File: config.mk
export PLATFORM = sky130hd
export DESIGN_NAME = tilt_stillness_calibration_sequencer_unit
export DESIGN_NICKNAME = d
export VERILOG_FILES = /design/src/rtl/tscs_pkg.sv /design/src/rtl/tilt_stillness_calibration_sequencer_unit.sv
export SDC_FILE = /design/constraint.sdc
export NUM_CORES = 2
export LEC_CHECK = 0
export ABC_CLOCK_PERIOD_IN_PS = 30700
export BUFFER_PORTS_ARGS = -buffer_cell sky130_fd_sc_hd__buf_2
export CORE_MARGIN = 4
export CORE_UTILIZATION = 60
export CTS_BUF_LIST = sky130_fd_sc_hd__clkbuf_16
export DETAILED_ROUTE_END_ITERATION = 16
export PLACE_DENSITY = 0.74
export SLEW_MARGIN = 20
export SYNTH_ARGS = -nofsm -noshare
export SYNTH_HDL_FRONTEND = slang
export SYNTH_SLANG_ARGS = --single-unit
File: constraint.sdc
create_clock -name aclk -period 30.7 [get_ports aclk]
set_clock_uncertainty 0.05 [all_clocks]
set_input_delay 4.605 -clock aclk [delete_from_list [all_inputs] [get_ports aclk]]
set_output_delay 4.605 -clock aclk [all_outputs]
set_load 0.02 [all_outputs]
File: src/rtl/tscs_pkg.sv
package tscs_pkg;

    // Operation carried in the input item's tuser.
    typedef enum logic [1:0] {
        OP_SAMPLE = 2'd0,
        OP_BEGIN  = 2'd1,
        OP_REPORT = 2'd2
    } op_t;

    // Configuration register indexes (byte address bit 2).
    localparam logic [0:0] REG_VARIANCE_LIMIT = 1'b0;
    localparam logic [0:0] REG_STABLE_TICKS   = 1'b1;

    // Register reset values.
    localparam int unsigned LIMIT_RESET = 1600;
    localparam logic [7:0]  TICKS_RESET = 8'd20;

    // Number of poses; a step equal to this means all poses are captured.
    localparam logic [2:0] POSE_COUNT = 3'd5;

    // Longest stable run that is counted.
    localparam logic [7:0] RUN_MAX = 8'hFF;

    // One result item, first field in the highest bits.
    typedef struct packed {
        logic       stable;
        logic       error;
        logic       done_res;
        logic       capture_request;
        logic [2:0] step;
    } result_t;

endpackage

File: src/rtl/tilt_stillness_calibration_sequencer_unit.sv
// Channel   | Direction | Payload
// ----------+-----------+---------------------------------------------------------
// s_        | in        | tuser: op; tdata: sample_x, sample_y, capture_ok
// m_        | out       | tdata: step, capture_request, done_res, error, stable
// APB       | in/out    | variance_limit at 0x0, stable_ticks at 0x4
//
// One item is taken every clock cycle while m_tready is high; each item is accepted into the
// input register, and its result is then loaded from there into the result register.
// Each sample updates running sums and an incremental variance term with one product of
// two variables per axis, so the whole update fits between the two registers.
// Reset is synchronous on aresetn and needs no clearing pass; ring entries are
// only read back once the window has been filled again.
// When m_tready is low the result register holds, the input register fills behind
// it and s_tready then falls until the result is taken.
module tilt_stillness_calibration_sequencer_unit
    import tscs_pkg::*;
#(
    parameter int WINDOW = 20
) (
    input  logic        aclk,
    input  logic        aresetn,

    input  logic        s_tvalid,
    output logic        s_tready,
    input  logic [39:0] s_tdata,   // [15:0] sample_x, [31:16] sample_y, [32] capture_ok
    input  logic [1:0]  s_tuser,   // [1:0] op

    output logic        m_tvalid,
    input  logic        m_tready,
    output logic [7:0]  m_tdata,   // [2:0] step, [3] capture_request, [4] done_res,
                                   // [5] error, [6] stable

    input  logic        psel,
    input  logic        penable,
    input  logic        pwrite,
    input  logic [2:0]  paddr,
    input  logic [31:0] pwdata,
    output logic [31:0] prdata,
    output logic        pready
);

    localparam int LOGW  = $clog2(WINDOW + 1);
    localparam int WP_W  = (WINDOW > 1) ? $clog2(WINDOW) : 1;
    localparam int SUM_W = 16 + LOGW;
    localparam int T_W   = LOGW + 19;
    localparam int P_W   = T_W + 17;
    localparam int V_W   = 2 * LOGW + 32;
    localparam int RHS_W = 31 + 2 * LOGW;
    localparam int WSQ   = WINDOW * WINDOW;

    localparam logic [WP_W-1:0]       WP_LAST   = WP_W'(WINDOW - 1);
    localparam logic [LOGW-1:0]       FILL_FULL = LOGW'(WINDOW);
    localparam logic signed [T_W-1:0] W_T       = T_W'(WINDOW);
    localparam logic [RHS_W-1:0]      RHS_RESET = RHS_W'(LIMIT_RESET) * RHS_W'(WSQ);

    // Input register.
    logic               in_valid_reg, in_valid_next;
    op_t                in_op_reg;
    logic signed [15:0] in_x_reg, in_y_reg;
    logic               in_ok_reg;

    // Result register.
    logic    m_valid_reg, m_valid_next;
    result_t res_reg, res_next;

    // Window and sequencing state.
    logic [WP_W-1:0]         wp_reg, wp_next;
    logic [LOGW-1:0]         fill_reg, fill_next;
    logic signed [SUM_W-1:0] sum_x_reg, sum_x_next, sum_y_reg, sum_y_next;
    logic signed [V_W-1:0]   v_x_reg, v_x_next, v_y_reg, v_y_next;
    logic [7:0]              run_reg, run_next;
    logic [2:0]              step_reg, step_next;
    logic                    await_reg, await_next;
    logic                    err_reg, err_next;

    // Configuration.
    logic [30:0]      limit_reg;
    logic [7:0]       ticks_reg;
    logic [RHS_W-1:0] rhs_reg;
    logic             cfg_we;

    // Sample rings and the prefetched entry that the next sample replaces.
    logic signed [15:0] ring_x [WINDOW];
    logic signed [15:0] ring_y [WINDOW];
    logic signed [15:0] old_x_reg, old_y_reg;
    logic               ring_we;

    // Datapath temporaries.
    logic                    s_accept, fire, sample_ok, full_now, full_upd;
    logic                    still_x, still_y, still, request;
    logic signed [15:0]      ox, oy;
    logic signed [SUM_W-1:0] sx_upd, sy_upd;
    logic signed [V_W-1:0]   vx_upd, vy_upd, rhs_ext;
    logic [LOGW-1:0]         fill_upd;
    logic [WP_W-1:0]         wp_upd;
    logic [7:0]              run_inc;

    // Running update of one axis. v holds WINDOW*sumsq - sum*sum, and replacing
    // entry o by x with d = x - o changes it by d*(WINDOW*(x + o) - 2*sum - d).
    function automatic void axis_step(
        input  logic signed [15:0]      x,
        input  logic signed [15:0]      o,
        input  logic signed [SUM_W-1:0] s,
        input  logic signed [V_W-1:0]   v,
        output logic signed [SUM_W-1:0] s_new,
        output logic signed [V_W-1:0]   v_new
    );
        logic signed [16:0]    d;
        logic signed [16:0]    xo;
        logic signed [T_W-1:0] wxo;
        logic signed [T_W-1:0] t;
        logic signed [P_W-1:0] prod;
        d     = 17'(x) - 17'(o);
        xo    = 17'(x) + 17'(o);
        wxo   = T_W'(xo) * W_T;
        t     = wxo - (T_W'(s) <<< 1) - T_W'(d);
        prod  = P_W'(d) * P_W'(t);
        s_new = s + SUM_W'(d);
        v_new = v + V_W'(prod);
    endfunction

    // Handshakes: the input register moves on when the result register is free.
    assign fire     = in_valid_reg && (!m_valid_reg || m_tready);
    assign s_tready = !in_valid_reg || fire;
    assign s_accept = s_tvalid && s_tready;
    assign m_tvalid = m_valid_reg;
    assign m_tdata  = {1'b0, res_reg};

    always_comb begin
        in_valid_next = s_accept ? 1'b1 : (fire ? 1'b0 : in_valid_reg);
        m_valid_next  = fire ? 1'b1 : (m_tready ? 1'b0 : m_valid_reg);
    end

    // Sample datapath, evaluated for the item in the input register.
    always_comb begin
        full_now = (fill_reg == FILL_FULL);
        ox       = full_now ? old_x_reg : '0;
        oy       = full_now ? old_y_reg : '0;
        axis_step(in_x_reg, ox, sum_x_reg, v_x_reg, sx_upd, vx_upd);
        axis_step(in_y_reg, oy, sum_y_reg, v_y_reg, sy_upd, vy_upd);
        fill_upd = full_now ? fill_reg : fill_reg + 1'b1;
        full_upd = (fill_upd == FILL_FULL);
        rhs_ext  = $signed({1'b0, rhs_reg});
        still_x  = full_upd && (vx_upd < rhs_ext);
        still_y  = full_upd && (vy_upd < rhs_ext);
        wp_upd   = (wp_reg == WP_LAST) ? '0 : wp_reg + 1'b1;
        run_inc  = (run_reg == RUN_MAX) ? run_reg : run_reg + 1'b1;
        sample_ok = !err_reg && (step_reg < POSE_COUNT) && !await_reg;
        if (step_reg == '0) begin
            still = still_x && still_y;
        end else if (step_reg inside {[3'd1:3'd2]}) begin
            still = still_x;
        end else begin
            still = still_y;
        end
    end

    // Next state for the item being executed.
    always_comb begin
        wp_next    = wp_reg;
        fill_next  = fill_reg;
        sum_x_next = sum_x_reg;
        sum_y_next = sum_y_reg;
        v_x_next   = v_x_reg;
        v_y_next   = v_y_reg;
        run_next   = run_reg;
        step_next  = step_reg;
        await_next = await_reg;
        err_next   = err_reg;
        ring_we    = 1'b0;
        request    = 1'b0;
        res_next   = res_reg;
        if (fire) begin
            case (in_op_reg)
                OP_SAMPLE: begin
                    if (sample_ok) begin
                        ring_we    = 1'b1;
                        wp_next    = wp_upd;
                        fill_next  = fill_upd;
                        sum_x_next = sx_upd;
                        sum_y_next = sy_upd;
                        v_x_next   = vx_upd;
                        v_y_next   = vy_upd;
                        run_next   = still ? run_inc : '0;
                        request    = still && (run_inc >= ticks_reg);
                        if (request) begin
                            await_next = 1'b1;
                        end
                    end
                end
                OP_BEGIN: begin
                    wp_next    = '0;
                    fill_next  = '0;
                    sum_x_next = '0;
                    sum_y_next = '0;
                    v_x_next   = '0;
                    v_y_next   = '0;
                    run_next   = '0;
                    step_next  = '0;
                    await_next = 1'b0;
                    err_next   = 1'b0;
                end
                OP_REPORT: begin
                    if (await_reg) begin
                        await_next = 1'b0;
                        if (in_ok_reg) begin
                            if (step_reg < POSE_COUNT) begin
                                step_next = step_reg + 1'b1;
                            end
                            wp_next    = '0;
                            fill_next  = '0;
                            sum_x_next = '0;
                            sum_y_next = '0;
                            v_x_next   = '0;
                            v_y_next   = '0;
                            run_next   = '0;
                        end else begin
                            err_next = 1'b1;
                        end
                    end
                end
                default: begin
                end
            endcase
            res_next.step            = step_next;
            res_next.capture_request = request;
            res_next.done_res        = (step_next >= POSE_COUNT);
            res_next.error           = err_next;
            res_next.stable          = (in_op_reg == OP_SAMPLE) && sample_ok && still;
        end
    end

    // Control and state registers.
    always_ff @(posedge aclk) begin
        if (!aresetn) begin
            in_valid_reg <= 1'b0;
            m_valid_reg  <= 1'b0;
            wp_reg       <= '0;
            fill_reg     <= '0;
            sum_x_reg    <= '0;
            sum_y_reg    <= '0;
            v_x_reg      <= '0;
            v_y_reg      <= '0;
            run_reg      <= '0;
            step_reg     <= '0;
            await_reg    <= 1'b0;
            err_reg      <= 1'b0;
        end else begin
            in_valid_reg <= in_valid_next;
            m_valid_reg  <= m_valid_next;
            wp_reg       <= wp_next;
            fill_reg     <= fill_next;
            sum_x_reg    <= sum_x_next;
            sum_y_reg    <= sum_y_next;
            v_x_reg      <= v_x_next;
            v_y_reg      <= v_y_next;
            run_reg      <= run_next;
            step_reg     <= step_next;
            await_reg    <= await_next;
            err_reg      <= err_next;
        end
    end

    // Payload registers.
    always_ff @(posedge aclk) begin
        if (s_accept) begin
            in_op_reg <= op_t'(s_tuser);
            in_x_reg  <= $signed(s_tdata[15:0]);
            in_y_reg  <= $signed(s_tdata[31:16]);
            in_ok_reg <= s_tdata[32];
        end
        if (fire) begin
            res_reg <= res_next;
        end
    end

    // Rings: write the new sample, prefetch the entry at the next write position.
    always_ff @(posedge aclk) begin
        if (ring_we) begin
            ring_x[wp_reg] <= in_x_reg;
            ring_y[wp_reg] <= in_y_reg;
        end
        old_x_reg <= ring_x[wp_next];
        old_y_reg <= ring_y[wp_next];
    end

    // Configuration port; the variance bound is kept pre-scaled by WINDOW squared.
    assign pready = 1'b1;
    assign cfg_we = psel && penable && pwrite && pready;

    always_ff @(posedge aclk) begin
        if (!aresetn) begin
            limit_reg <= 31'(LIMIT_RESET);
            rhs_reg   <= RHS_RESET;
            ticks_reg <= TICKS_RESET;
        end else if (cfg_we) begin
            case (paddr[2:2])
                REG_VARIANCE_LIMIT: begin
                    limit_reg <= pwdata[30:0];
                    rhs_reg   <= RHS_W'(pwdata[30:0]) * RHS_W'(WSQ);
                end
                REG_STABLE_TICKS: begin
                    ticks_reg <= pwdata[7:0];
                end
                default: begin
                end
            endcase
        end
    end

    always_comb begin
        case (paddr[2:2])
            REG_VARIANCE_LIMIT: prdata = {1'b0, limit_reg};
            REG_STABLE_TICKS:   prdata = {24'd0, ticks_reg};
            default:            prdata = '0;
        endcase
    end

    // The window never overfills and the write position stays inside the ring.
    a_fill_bound: assert property (@(posedge aclk) disable iff (!aresetn)
        fill_reg <= FILL_FULL)
        else $error("window fill count beyond its depth");

    a_wp_bound: assert property (@(posedge aclk) disable iff (!aresetn)
        wp_reg <= WP_LAST)
        else $error("write position outside the ring");

    // A capture request always leaves a report pending.
    a_request_waits: assert property (@(posedge aclk) disable iff (!aresetn)
        fire && res_next.capture_request |=> await_reg)
        else $error("capture requested without a pending report");

    // No sample is judged stable while a report is awaited.
    a_halted_quiet: assert property (@(posedge aclk) disable iff (!aresetn)
        fire && await_reg && (in_op_reg == OP_SAMPLE) |-> !res_next.stable)
        else $error("sample judged while a report is awaited");

endmodule

==> flow_summary_export.csv <==
group,metric,value,unit
run_status,status,"complete, no violations",
global_routing,grt_usage,30.5,%
sta,setup-tns-final,0,ns
placement,numPlacedInstances,10300,
logic_synthesis,yosysTopAreaCell,"edfxtp_1",
layout,fillerInstances,10900,
logic_synthesis,ys_async_sr_fraction,0,%
logic_synthesis,synthMostInstantiatedCell,"inv_1",
logic_synthesis,synth_commonest_cells,"1505 x inv_1, 1364 x nand2_1, 984 x fa_1, 682 x edfxtp_1, 667 x ha_1",
clock_network,clk_transition_reported_paths,0.06,ns
route,drc,0,
sta,max_slew_margin,16.7,%
clock_network,insertion_delay,0.76,ns
setup_path,cp-end-kind,"flip-flop",
setup_path,timing.critical_path.slowest_cell_delay,0.72,ns
sta,finalHoldWorstSlack,0.407,ns
logic_synthesis,synth_cell_types,97,
setup_path,critical_path_class,"flip-flop to flip-flop",
clock_network,post-cts-setup-buffers,0,
sta,final_period_minus_worst_setup_slack,17.85,ns
global_routing,first_global_vias,62400,
clock_network,tritoncts_sinks,937,
job,cap_violations,0,
logic_synthesis,synth-simple-area-share,14.6,%
logic_synthesis,total_of_flip_flops_plus_latches_after_synthesis,937,
sta,rsz_0062_raised_after_global_routing,"false",
layout,final_cells,10500,
layout,finish.net_count,10300,
layout,layout-drive-gt1-share,5.78,%
setup_path,cp-start-kind,"flip-flop",
route,dr_total_vias,61500,
clock_network,numCtsBuffers,98,
logic_synthesis,synth-edff-count,682,
die,floorplan.die.width,381,um
logic_synthesis,post_syn_area,83400,um2
placement,dp_hpwl,160000,um
die,std_cell_rows,136,
sta,min_period_over_period,58.2,%
clock_network,holdBufCountCts,0,
layout,synthToLayoutAreaGrowth,7.43,%
logic_synthesis,synth_compound_area_share,9.09,%
sta,report.final.slew_viol_count,0,
route,drt_pre_antenna_iters,8,
layout,utilization,65.0,%
setup_path,slowest_stage,"fa_1",
global_routing,grt_pass1_wl,348000,um
route,routed_via_density,5.88,
die,io_pins,127,
logic_synthesis,yosys_most_used_dff,"edfxtp_1",
logic_synthesis,post_synth_inst_count,8585,
global_routing,antenna_violations_before_repair,15,
clock_network,cts_htree_levels,3,
placement,routability_congestion_estimate_from_global_placement,0.948,
logic_synthesis,syn-mean-instance-area,9.71,um2
die,die_area,145000,um2
sta,finalSetupViolCount,0,
logic_synthesis,post_synth_xor_xnor_area,3.49,%
clock_network,root_buffer,"clkbuf_16",
logic_synthesis,post_synth_main_area_contributors,"edfxtp_1 25%, fa_1 24%, ha_1 10%",
layout,layout_top_registers,"ring_x x320, ring_y x320",
route,post_drt_wl_per_cell,21.1,um
logic_synthesis,post_synth_mux_area_share,0.168,%
setup_path,startpoint,"fill_reg[0]",
global_routing,overflow,0,
logic_synthesis,synth_top_cell_area_share,24.6,%
setup_path,worst_path_most_repeated_cell,"fa_1",
route,initialDrtViolationCount,5850,
die,die_height,381,um
clock_network,cts-root-to-sink-buffers,3,
sta,maxClockFrequency,0.0560,GHz
setup_path,cp_data_required_time,31.33,ns
setup_path,crit-reg2reg-launch,"fill_reg[0]",
hold_path,hold_path_startpoint,"sum_x_reg[20]",
sta,total_count_of_hold_check_failures_in_the_final_report,0,
clock_network,ctsResizeCount,0,
logic_synthesis,synth-adder-area-share,33.6,%
logic_synthesis,synth_sequential_area_ratio,30.7,%
sta,max_slew.worst_pin.slew,1.24,ns
logic_synthesis,synth_top_family_by_area,"adder cells",
route,detail-route-antenna-nets,0,
logic_synthesis,yosys_warnings,0,
setup_path,cp_data_arrival_time,18.48,ns
die,coreArea,138000,um2
die,floorplan.initialDensity,60.5,%
route,totalWireLength,220000,um
placement,buffer_ports.inserted,113,
global_routing,grt_max_degree,179,
clock_network,cts_tree,"built",
hold_path,hold_path_class,"flip-flop to flip-flop",
setup_path,path_max_fanout,33,
[stage by stage]
step                setup WS, ns  cell area, um2
finish                     12.85           89600
global route               11.92           89600
CTS                        12.92           89500
detailed placement         13.06           86200
global placement           13.27           86100
floorplan                  15.94           83400
[worst paths after layout]
| check | cells past startpoint | slack, ns | to |
|---|---|---|---|
| worst max register to register | 66 | 12.85 | run_reg[2] |
| worst min-delay path | 2 | 0.41 | sum_x_reg[20] |
| worst max-delay path | 66 | 12.85 | run_reg[2] |
| worst min register to register | 2 | 0.41 | sum_x_reg[20] |
[logic make-up (layout without fill, tap and decap cells)]
group,Yosys count,count (layout)
adders and majority gates,1651,1651
other,2,4
buffers and inverters,1836,1917
AOI/OAI and AO/OA,1069,1069
xor gates and xnor gates,323,323
and+or+nand+nor,2754,2754
muxes,13,13
DFF,937,937
[layout make-up]
class                           instances  area, um2  area share, %
Antenna cell                            1       2.50        0.00279
Multi-Input combinational cell       5813      51300           57.3
Clock buffer                           99       2480           2.77
Clock inverter                         86        826          0.922
Sequential cell                       937      25600           28.6
Tap cell                             1794       2240           2.51
Inverter                             1514       5680           6.35
Timing Repair Buffer                  218       1440           1.61
[placed cells by master (no fill, tap or decap), types with 61 or more instances in the layout]
cell type	n
xnor2_1	192
xor2_1	98
a22oi_1	71
ha_1	667
and2_1	90
a21oi_1	241
fa_1	984
dfxtp_1	255
and3_1	104
inv_1	1529
o21ai_0	135
buf_2	112
nor2_1	503
clkbuf_16	99
nand3_1	281
buf_4	99
nand2_1	1362
a311oi_1	128
nor3_1	61
a21o_1	87
nor2b_1	175
edfxtp_1	682
[metal layers]
layer	wire [um]	track usage [%]
met4	8110	10.2
met2	102000	48.6
met1	89000	42.2
met5	12	0
met3	21400	6.15
[critical path, delay by kind of cell, from the launching register on]
family | cells | cell delay, ns
buf+inv | 7 | 1.06
flops | 1 | 0.38
simple gates | 16 | 3.22
compound gates | 23 | 5.10
mux | 1 | 0.49
fa+ha+maj | 15 | 6.13
xor+xnor | 4 | 1.35
Power is not shown: default switching activity piles up to over one toggle a cycle in this logic, so the estimate is an artifact.
